## src/ihrc_pkg.sv

```systemverilog
// ----------------------------------------------------------------------------
// ihrc_pkg
// types and constants shared by the ipv4 header receive check block
// ----------------------------------------------------------------------------
package ihrc_pkg;

    localparam logic [16:0] MIN_HEADER   = 17'd20;
    localparam logic [3:0]  IP_VERSION   = 4'd4;
    localparam logic [31:0] BCAST_ADDR   = 32'hFFFF_FFFF;
    localparam logic [15:0] MAX_COUNT    = 16'hFFFF;
    localparam logic [16:0] SAT_FRAME    = 17'h1_0000;

    localparam logic [15:0] IDX_VER_IHL  = 16'd0;
    localparam logic [15:0] IDX_TLEN_HI  = 16'd2;
    localparam logic [15:0] IDX_TLEN_LO  = 16'd3;
    localparam logic [15:0] IDX_PROTO    = 16'd9;
    localparam logic [15:0] IDX_CSUM_HI  = 16'd10;
    localparam logic [15:0] IDX_CSUM_LO  = 16'd11;
    localparam logic [15:0] IDX_SRC_0    = 16'd12;
    localparam logic [15:0] IDX_SRC_3    = 16'd15;
    localparam logic [15:0] IDX_DST_0    = 16'd16;
    localparam logic [15:0] IDX_DST_3    = 16'd19;

    localparam logic [7:0]  PROTO_ICMP   = 8'd1;
    localparam logic [7:0]  PROTO_TCP    = 8'd6;
    localparam logic [7:0]  PROTO_UDP    = 8'd17;

    localparam logic [1:0]  PC_ICMP      = 2'd0;
    localparam logic [1:0]  PC_UDP       = 2'd1;
    localparam logic [1:0]  PC_TCP       = 2'd2;
    localparam logic [1:0]  PC_OTHER     = 2'd3;

    typedef enum logic [2:0] {
        V_ACCEPT       = 3'd0,
        V_TOO_SHORT    = 3'd1,
        V_BAD_VERSION  = 3'd2,
        V_BAD_IHL      = 3'd3,
        V_BAD_LENGTH   = 3'd4,
        V_BAD_CHECKSUM = 3'd5,
        V_NOT_LOCAL    = 3'd6
    } t_verdict;

    // header state after the current beat has been folded in
    typedef struct packed {
        logic [7:0]  version_ihl;
        logic [15:0] total_length;
        logic [7:0]  proto_byte;
        logic [15:0] rx_checksum;
        logic [31:0] src_address;
        logic [31:0] dst_address;
        logic [15:0] sum;
        logic [16:0] frame_len;
    } t_hdr;

    typedef struct packed {
        t_verdict    verdict;
        logic [1:0]  proto_class;
        logic [7:0]  protocol_number;
        logic [31:0] source_ip;
        logic [31:0] destination_ip;
        logic [5:0]  header_bytes;
        logic [15:0] payload_bytes;
    } t_result;

endpackage

```

## src/ihrc_accum.sv

```systemverilog
// ----------------------------------------------------------------------------
// ihrc_accum
// per-frame header capture, byte count and running one's-complement sum
// ----------------------------------------------------------------------------
module ihrc_accum (
    input  logic           i_clk,
    input  logic           i_rst_n,
    input  logic           i_en,
    input  logic [7:0]     i_byte,
    input  logic           i_last,
    output ihrc_pkg::t_hdr o_hdr
);

    logic [15:0] r_byte_count;
    logic [15:0] r_sum;
    logic [7:0]  r_hold;
    logic [7:0]  r_version_ihl;
    logic [15:0] r_total_length;
    logic [7:0]  r_proto_byte;
    logic [15:0] r_rx_checksum;
    logic [31:0] r_src_address;
    logic [31:0] r_dst_address;

    logic [15:0] n_byte_count;
    logic [15:0] n_sum;
    logic [7:0]  n_hold;
    logic [7:0]  n_version_ihl;
    logic [15:0] n_total_length;
    logic [7:0]  n_proto_byte;
    logic [15:0] n_rx_checksum;
    logic [31:0] n_src_address;
    logic [31:0] n_dst_address;

    logic [5:0]  hlen;
    logic [7:0]  word_lo;
    logic [16:0] word_sum;
    logic        in_header;
    logic        csum_byte;

    always_comb begin
        n_version_ihl  = r_version_ihl;
        n_total_length = r_total_length;
        n_proto_byte   = r_proto_byte;
        n_rx_checksum  = r_rx_checksum;
        n_src_address  = r_src_address;
        n_dst_address  = r_dst_address;

        if (r_byte_count == ihrc_pkg::IDX_VER_IHL) begin
            n_version_ihl = i_byte;
        end else if (r_byte_count == ihrc_pkg::IDX_TLEN_HI) begin
            n_total_length = {i_byte, r_total_length[7:0]};
        end else if (r_byte_count == ihrc_pkg::IDX_TLEN_LO) begin
            n_total_length = {r_total_length[15:8], i_byte};
        end else if (r_byte_count == ihrc_pkg::IDX_PROTO) begin
            n_proto_byte = i_byte;
        end else if (r_byte_count == ihrc_pkg::IDX_CSUM_HI) begin
            n_rx_checksum = {i_byte, r_rx_checksum[7:0]};
        end else if (r_byte_count == ihrc_pkg::IDX_CSUM_LO) begin
            n_rx_checksum = {r_rx_checksum[15:8], i_byte};
        end else if (r_byte_count >= ihrc_pkg::IDX_SRC_0 &&
                     r_byte_count <= ihrc_pkg::IDX_SRC_3) begin
            n_src_address = {r_src_address[23:0], i_byte};
        end else if (r_byte_count >= ihrc_pkg::IDX_DST_0 &&
                     r_byte_count <= ihrc_pkg::IDX_DST_3) begin
            n_dst_address = {r_dst_address[23:0], i_byte};
        end

        hlen      = {n_version_ihl[3:0], 2'b00};
        in_header = r_byte_count < {10'd0, hlen};
        csum_byte = (r_byte_count == ihrc_pkg::IDX_CSUM_HI) ||
                    (r_byte_count == ihrc_pkg::IDX_CSUM_LO);
        word_lo   = csum_byte ? 8'd0 : i_byte;
        word_sum  = {1'b0, r_sum} + {1'b0, r_hold, word_lo};

        n_hold = r_hold;
        n_sum  = r_sum;
        if (in_header) begin
            if (!r_byte_count[0]) begin
                n_hold = word_lo;
            end else begin
                // end-around carry
                n_sum = word_sum[15:0] + {15'd0, word_sum[16]};
            end
        end

        n_byte_count = (r_byte_count == ihrc_pkg::MAX_COUNT) ?
                       ihrc_pkg::MAX_COUNT : r_byte_count + 16'd1;

        o_hdr.version_ihl  = n_version_ihl;
        o_hdr.total_length = n_total_length;
        o_hdr.proto_byte   = n_proto_byte;
        o_hdr.rx_checksum  = n_rx_checksum;
        o_hdr.src_address  = n_src_address;
        o_hdr.dst_address  = n_dst_address;
        o_hdr.sum          = n_sum;
        o_hdr.frame_len    = (r_byte_count == ihrc_pkg::MAX_COUNT) ?
                             ihrc_pkg::SAT_FRAME : {1'b0, r_byte_count} + 17'd1;
    end

    always_ff @(posedge i_clk) begin
        if (!i_rst_n || (i_en && i_last)) begin
            r_byte_count   <= '0;
            r_sum          <= '0;
            r_hold         <= '0;
            r_version_ihl  <= '0;
            r_total_length <= '0;
            r_proto_byte   <= '0;
            r_rx_checksum  <= '0;
            r_src_address  <= '0;
            r_dst_address  <= '0;
        end else if (i_en) begin
            r_byte_count   <= n_byte_count;
            r_sum          <= n_sum;
            r_hold         <= n_hold;
            r_version_ihl  <= n_version_ihl;
            r_total_length <= n_total_length;
            r_proto_byte   <= n_proto_byte;
            r_rx_checksum  <= n_rx_checksum;
            r_src_address  <= n_src_address;
            r_dst_address  <= n_dst_address;
        end
    end

endmodule

```

## src/ihrc_verdict.sv

```systemverilog
// ----------------------------------------------------------------------------
// ihrc_verdict
// ordered header checks and result summary for the final beat of a frame
// ----------------------------------------------------------------------------
module ihrc_verdict (
    input  ihrc_pkg::t_hdr    i_hdr,
    input  logic [31:0]       i_local_ip,
    output ihrc_pkg::t_result o_result
);

    logic [5:0]  hlen;
    logic [15:0] computed;
    logic        dst_reject;

    always_comb begin
        hlen       = {i_hdr.version_ihl[3:0], 2'b00};
        computed   = ~i_hdr.sum;
        dst_reject = (i_hdr.dst_address != i_local_ip) &&
                     (i_hdr.dst_address != ihrc_pkg::BCAST_ADDR) &&
                     (i_local_ip != 32'd0);

        o_result.payload_bytes = 16'd0;
        if (i_hdr.frame_len < ihrc_pkg::MIN_HEADER) begin
            o_result.verdict = ihrc_pkg::V_TOO_SHORT;
        end else if (i_hdr.version_ihl[7:4] != ihrc_pkg::IP_VERSION) begin
            o_result.verdict = ihrc_pkg::V_BAD_VERSION;
        end else if ({11'd0, hlen} < ihrc_pkg::MIN_HEADER) begin
            o_result.verdict = ihrc_pkg::V_BAD_IHL;
        end else if (({1'b0, i_hdr.total_length} > i_hdr.frame_len) ||
                     ({10'd0, hlen} > i_hdr.total_length)) begin
            o_result.verdict = ihrc_pkg::V_BAD_LENGTH;
        end else if (computed != i_hdr.rx_checksum) begin
            o_result.verdict = ihrc_pkg::V_BAD_CHECKSUM;
        end else if (dst_reject) begin
            o_result.verdict = ihrc_pkg::V_NOT_LOCAL;
        end else begin
            o_result.verdict       = ihrc_pkg::V_ACCEPT;
            o_result.payload_bytes = i_hdr.total_length - {10'd0, hlen};
        end

        case (i_hdr.proto_byte)
            ihrc_pkg::PROTO_ICMP: o_result.proto_class = ihrc_pkg::PC_ICMP;
            ihrc_pkg::PROTO_UDP:  o_result.proto_class = ihrc_pkg::PC_UDP;
            ihrc_pkg::PROTO_TCP:  o_result.proto_class = ihrc_pkg::PC_TCP;
            default:              o_result.proto_class = ihrc_pkg::PC_OTHER;
        endcase

        o_result.protocol_number = i_hdr.proto_byte;
        o_result.source_ip       = i_hdr.src_address;
        o_result.destination_ip  = i_hdr.dst_address;
        o_result.header_bytes    = hlen;
    end

endmodule

```

## src/ipv4_header_receive_check_core.sv

```systemverilog
// ----------------------------------------------------------------------------
// ipv4_header_receive_check_core
// byte-wide ipv4 header receive check with a single verdict per frame
// ----------------------------------------------------------------------------
// frame bytes enter on the input channel (valid/ready), one beat per byte,
// starting at the ipv4 header, with i_last_byte on the final beat.
// one result beat leaves on the output channel for each frame, carrying the
// verdict and the captured header summary; other beats give no result.
// the local address is written through the config channel, which is always
// ready; write it only while no frame is in flight.
// throughput is one byte per cycle unless a last byte waits on a pending
// result: each beat is held in an input register, folded into the header
// state by one pass of add/compare logic and, on the last beat, the verdict
// is stored in the result register.
// while a result waits, non-final bytes keep flowing; a further last byte
// waits in the input register until the pending result is taken.
// reset clears the header state, the local address and the valid bits of both registers.
// ----------------------------------------------------------------------------
module ipv4_header_receive_check_core (
    input  logic        i_clk,
    input  logic        i_rst_n,
    input  logic        i_in_valid,
    output logic        o_in_ready,
    input  logic [7:0]  i_frame_byte,
    input  logic        i_last_byte,
    output logic        o_out_valid,
    input  logic        i_out_ready,
    output logic [2:0]  o_verdict,
    output logic [1:0]  o_proto_class,
    output logic [7:0]  o_protocol_number,
    output logic [31:0] o_source_ip,
    output logic [31:0] o_destination_ip,
    output logic [5:0]  o_header_bytes,
    output logic [15:0] o_payload_bytes,
    input  logic        i_cfg_valid,
    output logic        o_cfg_ready,
    input  logic [31:0] i_local_ip
);

    logic              r_in_valid;
    logic [7:0]        r_in_byte;
    logic              r_in_last;
    logic              r_out_valid;
    ihrc_pkg::t_result r_result;
    logic [31:0]       r_local_ip;

    logic              n_out_valid;
    logic              s_fire;
    ihrc_pkg::t_hdr    s_hdr;
    ihrc_pkg::t_result s_result;

    assign s_fire      = r_in_valid && (!r_in_last || !r_out_valid || i_out_ready);
    assign o_in_ready  = !r_in_valid || s_fire;
    assign o_cfg_ready = 1'b1;
    assign n_out_valid = (s_fire && r_in_last) || (r_out_valid && !i_out_ready);

    ihrc_accum u_accum (
        .i_clk   (i_clk),
        .i_rst_n (i_rst_n),
        .i_en    (s_fire),
        .i_byte  (r_in_byte),
        .i_last  (r_in_last),
        .o_hdr   (s_hdr)
    );

    ihrc_verdict u_verdict (
        .i_hdr      (s_hdr),
        .i_local_ip (r_local_ip),
        .o_result   (s_result)
    );

    always_ff @(posedge i_clk) begin
        if (!i_rst_n) begin
            r_in_valid  <= 1'b0;
            r_out_valid <= 1'b0;
            r_local_ip  <= '0;
        end else begin
            if (o_in_ready) begin
                r_in_valid <= i_in_valid;
            end
            r_out_valid <= n_out_valid;
            if (i_cfg_valid) begin
                r_local_ip <= i_local_ip;
            end
        end
    end

    always_ff @(posedge i_clk) begin
        if (o_in_ready && i_in_valid) begin
            r_in_byte <= i_frame_byte;
            r_in_last <= i_last_byte;
        end
        if (s_fire && r_in_last) begin
            r_result <= s_result;
        end
    end

    assign o_out_valid       = r_out_valid;
    assign o_verdict         = r_result.verdict;
    assign o_proto_class     = r_result.proto_class;
    assign o_protocol_number = r_result.protocol_number;
    assign o_source_ip       = r_result.source_ip;
    assign o_destination_ip  = r_result.destination_ip;
    assign o_header_bytes    = r_result.header_bytes;
    assign o_payload_bytes   = r_result.payload_bytes;

    // a pending result is never overwritten
    a_no_overwrite: assert property (@(posedge i_clk) disable iff (!i_rst_n)
        (r_out_valid && !i_out_ready) |-> !(s_fire && r_in_last))
        else $error("pending result overwritten");

    // only accepted frames carry a payload length
    a_payload_zero: assert property (@(posedge i_clk) disable iff (!i_rst_n)
        (o_out_valid && o_verdict != 3'(ihrc_pkg::V_ACCEPT)) |-> (o_payload_bytes == 16'd0))
        else $error("payload length on rejected frame");

    // an accepted frame has a full header
    a_accept_hdr: assert property (@(posedge i_clk) disable iff (!i_rst_n)
        (o_out_valid && o_verdict == 3'(ihrc_pkg::V_ACCEPT)) |-> (o_header_bytes >= 6'd20))
        else $error("accepted frame with short header");

    // a result appears only after a final beat has been processed
    a_result_source: assert property (@(posedge i_clk) disable iff (!i_rst_n)
        $rose(r_out_valid) |-> $past(s_fire && r_in_last))
        else $error("result without final beat");

endmodule

```

## config.mk

```make
export PLATFORM = sky130hd
export DESIGN_NAME = ipv4_header_receive_check_core
export DESIGN_NICKNAME = d
export VERILOG_FILES = /design/src/ihrc_pkg.sv /design/src/ihrc_accum.sv /design/src/ihrc_verdict.sv /design/src/ipv4_header_receive_check_core.sv
export SDC_FILE = /design/constraint.sdc
export NUM_CORES = 1
export LEC_CHECK = 0
export BUFFER_PORTS_ARGS = -buffer_cell sky130_fd_sc_hd__buf_4
export CAP_MARGIN = 20
export CELL_PAD_IN_SITES_DETAIL_PLACEMENT = 1
export CELL_PAD_IN_SITES_GLOBAL_PLACEMENT = 1
export CORE_UTILIZATION = 47
export DETAILED_ROUTE_END_ITERATION = 8
export PLACE_DENSITY = 0.8
export SLEW_MARGIN = 20
export SYNTH_ARGS = -nofsm -noshare
export SYNTH_HDL_FRONTEND = slang
export SYNTH_SLANG_ARGS = --single-unit
```

## constraint.sdc

```tcl
create_clock -name i_clk -period 8.6 [get_ports i_clk]
set_input_delay 1.72 -clock i_clk [delete_from_list [all_inputs] [get_ports i_clk]]
set_output_delay 1.72 -clock i_clk [all_outputs]
set_load 0.01 [all_outputs]
```

==> flow_metrics.py <==
metrics = {
    "power": {
        "worst_ir_drop_vdd_mv": 0.138,
        "pd_cells_mw_per_mm2": 187,
        "leakage_uw": 0.00734,
    },
    "cells_and_area": {
        "antenna_cells_inserted": 0,
        "final_cell_mix": "nand2_1, dfxtp_1, buf_4, nor2_1, a21oi_1",
        "number_of_inserted_filler_cells_in_the_final_layout": 3683,
        "area_growth_pct": 16.0,
        "nNetsFinal": 1838,
        "layout-drive-gt1-share": 0.174,
        "fin_area_sq_mm": 0.0181,
    },
    "timing": {
        "max_freq_mhz": 133,
        "worst_clock_skew_ns": 0.0302,
        "final_period_minus_worst_setup_slack_ns": 7.51,
        "slew_at_the_pin_closest_to_its_max_slew_limit_ns": 1.09,
        "report.final.setup_viol": 0,
        "slew_viol_final": 0,
        "period_share": 0.874,
        "final-hold-violation-count": 0,
        "worst_rel_slew_slack": 0.273,
        "rsz0062_at_grt": "false",
        "holdWs_ns": 0.454,
        "tns_setup_ns": 0,
        "setup_ws_ns": 1.09,
    },
    "die": {
        "die_ar_sq_mm": 0.0339,
        "die_h_um": 184,
        "initial_core_util": 0.478,
        "rows": 66,
        "floorplan_core_area_sq_mm": 0.0326,
        "die_w_um": 184,
        "top_level_ports": 148,
    },
    "clocking": {
        "cts-root-buf": "clkbuf_16",
        "cts_resizes": 0,
        "post_cts.repair.setup_buffers": 0,
        "tritoncts": "yes",
        "clk_pin_slew_ns": 0.06,
        "cts_hold_buffers": 0,
        "numCtsBuffers": 35,
        "clk-insertion-delay-late_ns": 0.53,
        "cts_max_level": 2,
        "ctsLongestPathBuffers": 3,
        "cts_sinks": 292,
    },
    "route": {
        "route.layer.met1.wl_um": 20700,
        "drc_errors": 0,
        "drt_wl_total_um": 47800,
        "met3RoutedLength_um": 2140,
        "final_antenna_net_count": 0,
        "detailedRoute.firstPassIterationCount": 5,
        "routed_wire_length_per_instance_um": 21.6,
        "top_signal_layer_used": "met4",
        "met2_wirelength_um": 23600,
        "dr.first_iter.drc_count": 773,
        "via_count": 12872,
        "avgViaCountPerCell": 5.81,
    },
    "grt": {
        "grt_pass1_vias": 13360,
        "grt_start_max_net_pins": 105,
        "grt_first_pass_wirelength_um": 73700,
        "grt_overflow": 0,
        "antenna_found_initial": 0,
        "grt_use_total": 0.279,
    },
    "synth": {
        "netlist_top_cells_area": "dfxtp_1, edfxtp_1, mux2i_1",
        "ys_dominant_reg_cell": "dfxtp_1",
        "ys_types": 74,
        "synth_area_sq_mm": 0.0156,
        "syn_avg_cell_area_sq_um": 9.45,
        "yosysSeqAreaShare": 0.443,
        "post-synth-top-area-cell": "dfxtp_1",
        "synth_enable_flop_cells": 106,
        "postSynthCellCount": 1650,
        "synth.top_cell.area_share": 0.239,
        "yosys_warnings": 0,
        "synth-seq-cells": 292,
        "async_sr_flop_fraction": 0,
    },
    "flow_run": {
        "maxCapViolCount": 0,
    },
    "critical_path": {
        "cpLargestDelayFamily": "simple AND/OR/NAND/NOR gates",
        "critical-path-top-cell-by-count": "nor3_1",
        "critical_path.cell_chain": "nor3_1, and4_1, nand2_1, nor2_1, o21a_1, nor2b_1, ha_1, nand4_1, nor3_1, a21oi_1, a31oi_1, a21o_1, a21o_1, ha_1, ha_1, nand4_1, a2111oi_4, nand4_2, nor3_1, xnor2_1, nand2_1, a2111oi_4, nand4b_4, nor3_1",
        "path_class": "flip-flop to flip-flop",
        "timing.critical_path.from_type": "flip-flop",
        "critical_path.n_buffers_inverters": 0,
        "largest_incremental_delay_on_the_critical_path_ns": 0.61,
        "path_max_fanout": 17,
        "critical_path.slowest_cell": "and4_1",
        "worstPathArrival_ns": 7.85,
        "cp.required_ns": 8.93,
        "setup.worst_path.end_class": "flip-flop",
    },
    "place": {
        "hpwlAfterDp_um": 33600,
        "placement.cell_area_sq_mm": 0.0170,
        "buffer_ports.inserted": 144,
        "place_ws_ns": 1.27,
        "gp_congestion": 0.936,
    },
    "status": {
        "outcome": "finished, final reports clean",
    },
    "min_path": {
        "worst_hold_path_type": "flip-flop to flip-flop",
    },
}
-- cell families (layout without fill, tap and decap cells) --
group / count (synthesis) / in the layout / synth area share
buffers and inverters: 175 / 296 / 0.0441
other: 2 / 3 / 0.000482
AO/OA/AOI/OAI: 306 / 306 / 0.131
AND/OR/NAND/NOR: 576 / 576 / 0.184
XOR/XNOR: 111 / 111 / 0.0637
multiplexers: 141 / 141 / 0.0952
adder cells (fa/ha/maj): 47 / 47 / 0.0387
flip-flops: 292 / 292 / 0.443
-- worst reg2reg max path, stage by stage, from the launching register on --
cell	delay [ns]
dfxtp_1	0.42
nor3_1	0.33
and4_1	0.61
nand2_1	0.19
nor2_1	0.18
o21a_1	0.39
nor2b_1	0.13
ha_1	0.49
nand4_1	0.21
nor3_1	0.35
a21oi_1	0.16
a31oi_1	0.32
a21o_1	0.17
a21o_1	0.13
ha_1	0.16
ha_1	0.19
nand4_1	0.23
a2111oi_4	0.48
nand4_2	0.25
nor3_1	0.39
xnor2_1	0.19
nand2_1	0.12
a2111oi_4	0.45
nand4b_4	0.41
nor3_1	0.38
-- path summary, 6_finish.rpt --
path                       startpoint                  endpoint  slack, ns  cells past startpoint
min          u_accum.r_rx_checksum[7]  u_accum.r_rx_checksum[7]       0.45                      2
min reg2reg  u_accum.r_rx_checksum[7]  u_accum.r_rx_checksum[7]       0.45                      2
max reg2reg  u_accum.r_byte_count[13]        o_payload_bytes[6]       1.09                     24
max          u_accum.r_byte_count[13]        o_payload_bytes[6]       1.09                     24
-- cells in the mapped netlist (9+ instances only) --
master,instances
nand2_1,187
dfxtp_1,186
nor2_1,131
a21oi_1,119
edfxtp_1,106
mux2i_1,84
clkbuf_1,78
inv_1,72
a211oi_1,61
xnor2_1,60
mux2_2,56
nor2b_1,50
xor2_1,49
ha_1,45
nor3_1,40
nand3_1,34
nor4_1,30
nand4_1,27
o21ai_0,23
and3_1,15
a21o_1,13
buf_1,12
and4_1,10
nand2b_1,10
nor3_2,10
o22ai_1,10
a31oi_1,9
o211ai_1,9
-- metal layers --
layer	vias to the layer above	global-route usage
met5	-	0
met4	0	0.0957
met3	84	0.0354
met2	347	0.489
met1	6360	0.354
li1	6081	-
-- state kept, by name, indices dropped and copies added, names as in the netlist, 16 cells and up --
signal / cells
u_accum.r_rx_checksum: 16
u_accum.r_sum: 16
u_accum.r_byte_count: 16
r_local_ip: 32
o_destination_ip: 32
u_accum.r_total_length: 16
o_payload_bytes: 16
u_accum.r_src_address: 32
u_accum.r_dst_address: 32
o_source_ip: 32
-- per-stage QoR --
step | total power, uW | utilization | cells
after CTS | 3410 | 0.554 | 2214
after global routing | 3490 | 0.554 | 2214
final | 3390 | 0.554 | 2214
after global placement | 1940 | 0.520 | 2150
after floorplan | 1820 | - | 1651
after detailed placement | 1960 | 0.520 | 2150
-- area by class of cell --
cell class	count	area (sq um)	share of cell area
clock buffer	47	971	0.0537
tap	442	553	0.0306
clock inverter	17	155	0.00858
multi-input combinational	1184	8030	0.444
sequential	292	6910	0.382
timing repair buffer	160	1200	0.0664
inverter	72	270	0.0149
-- where the power goes --
part           total [uW]  leakage [uW]  switching, uW  internal, uW
Clock                1450      0.000560            618           835
Sequential           1520       0.00256           43.1          1470
Combinational         417       0.00422            259           158
Total                3390       0.00734            920          2470
(Power assumes the default switching activity.)
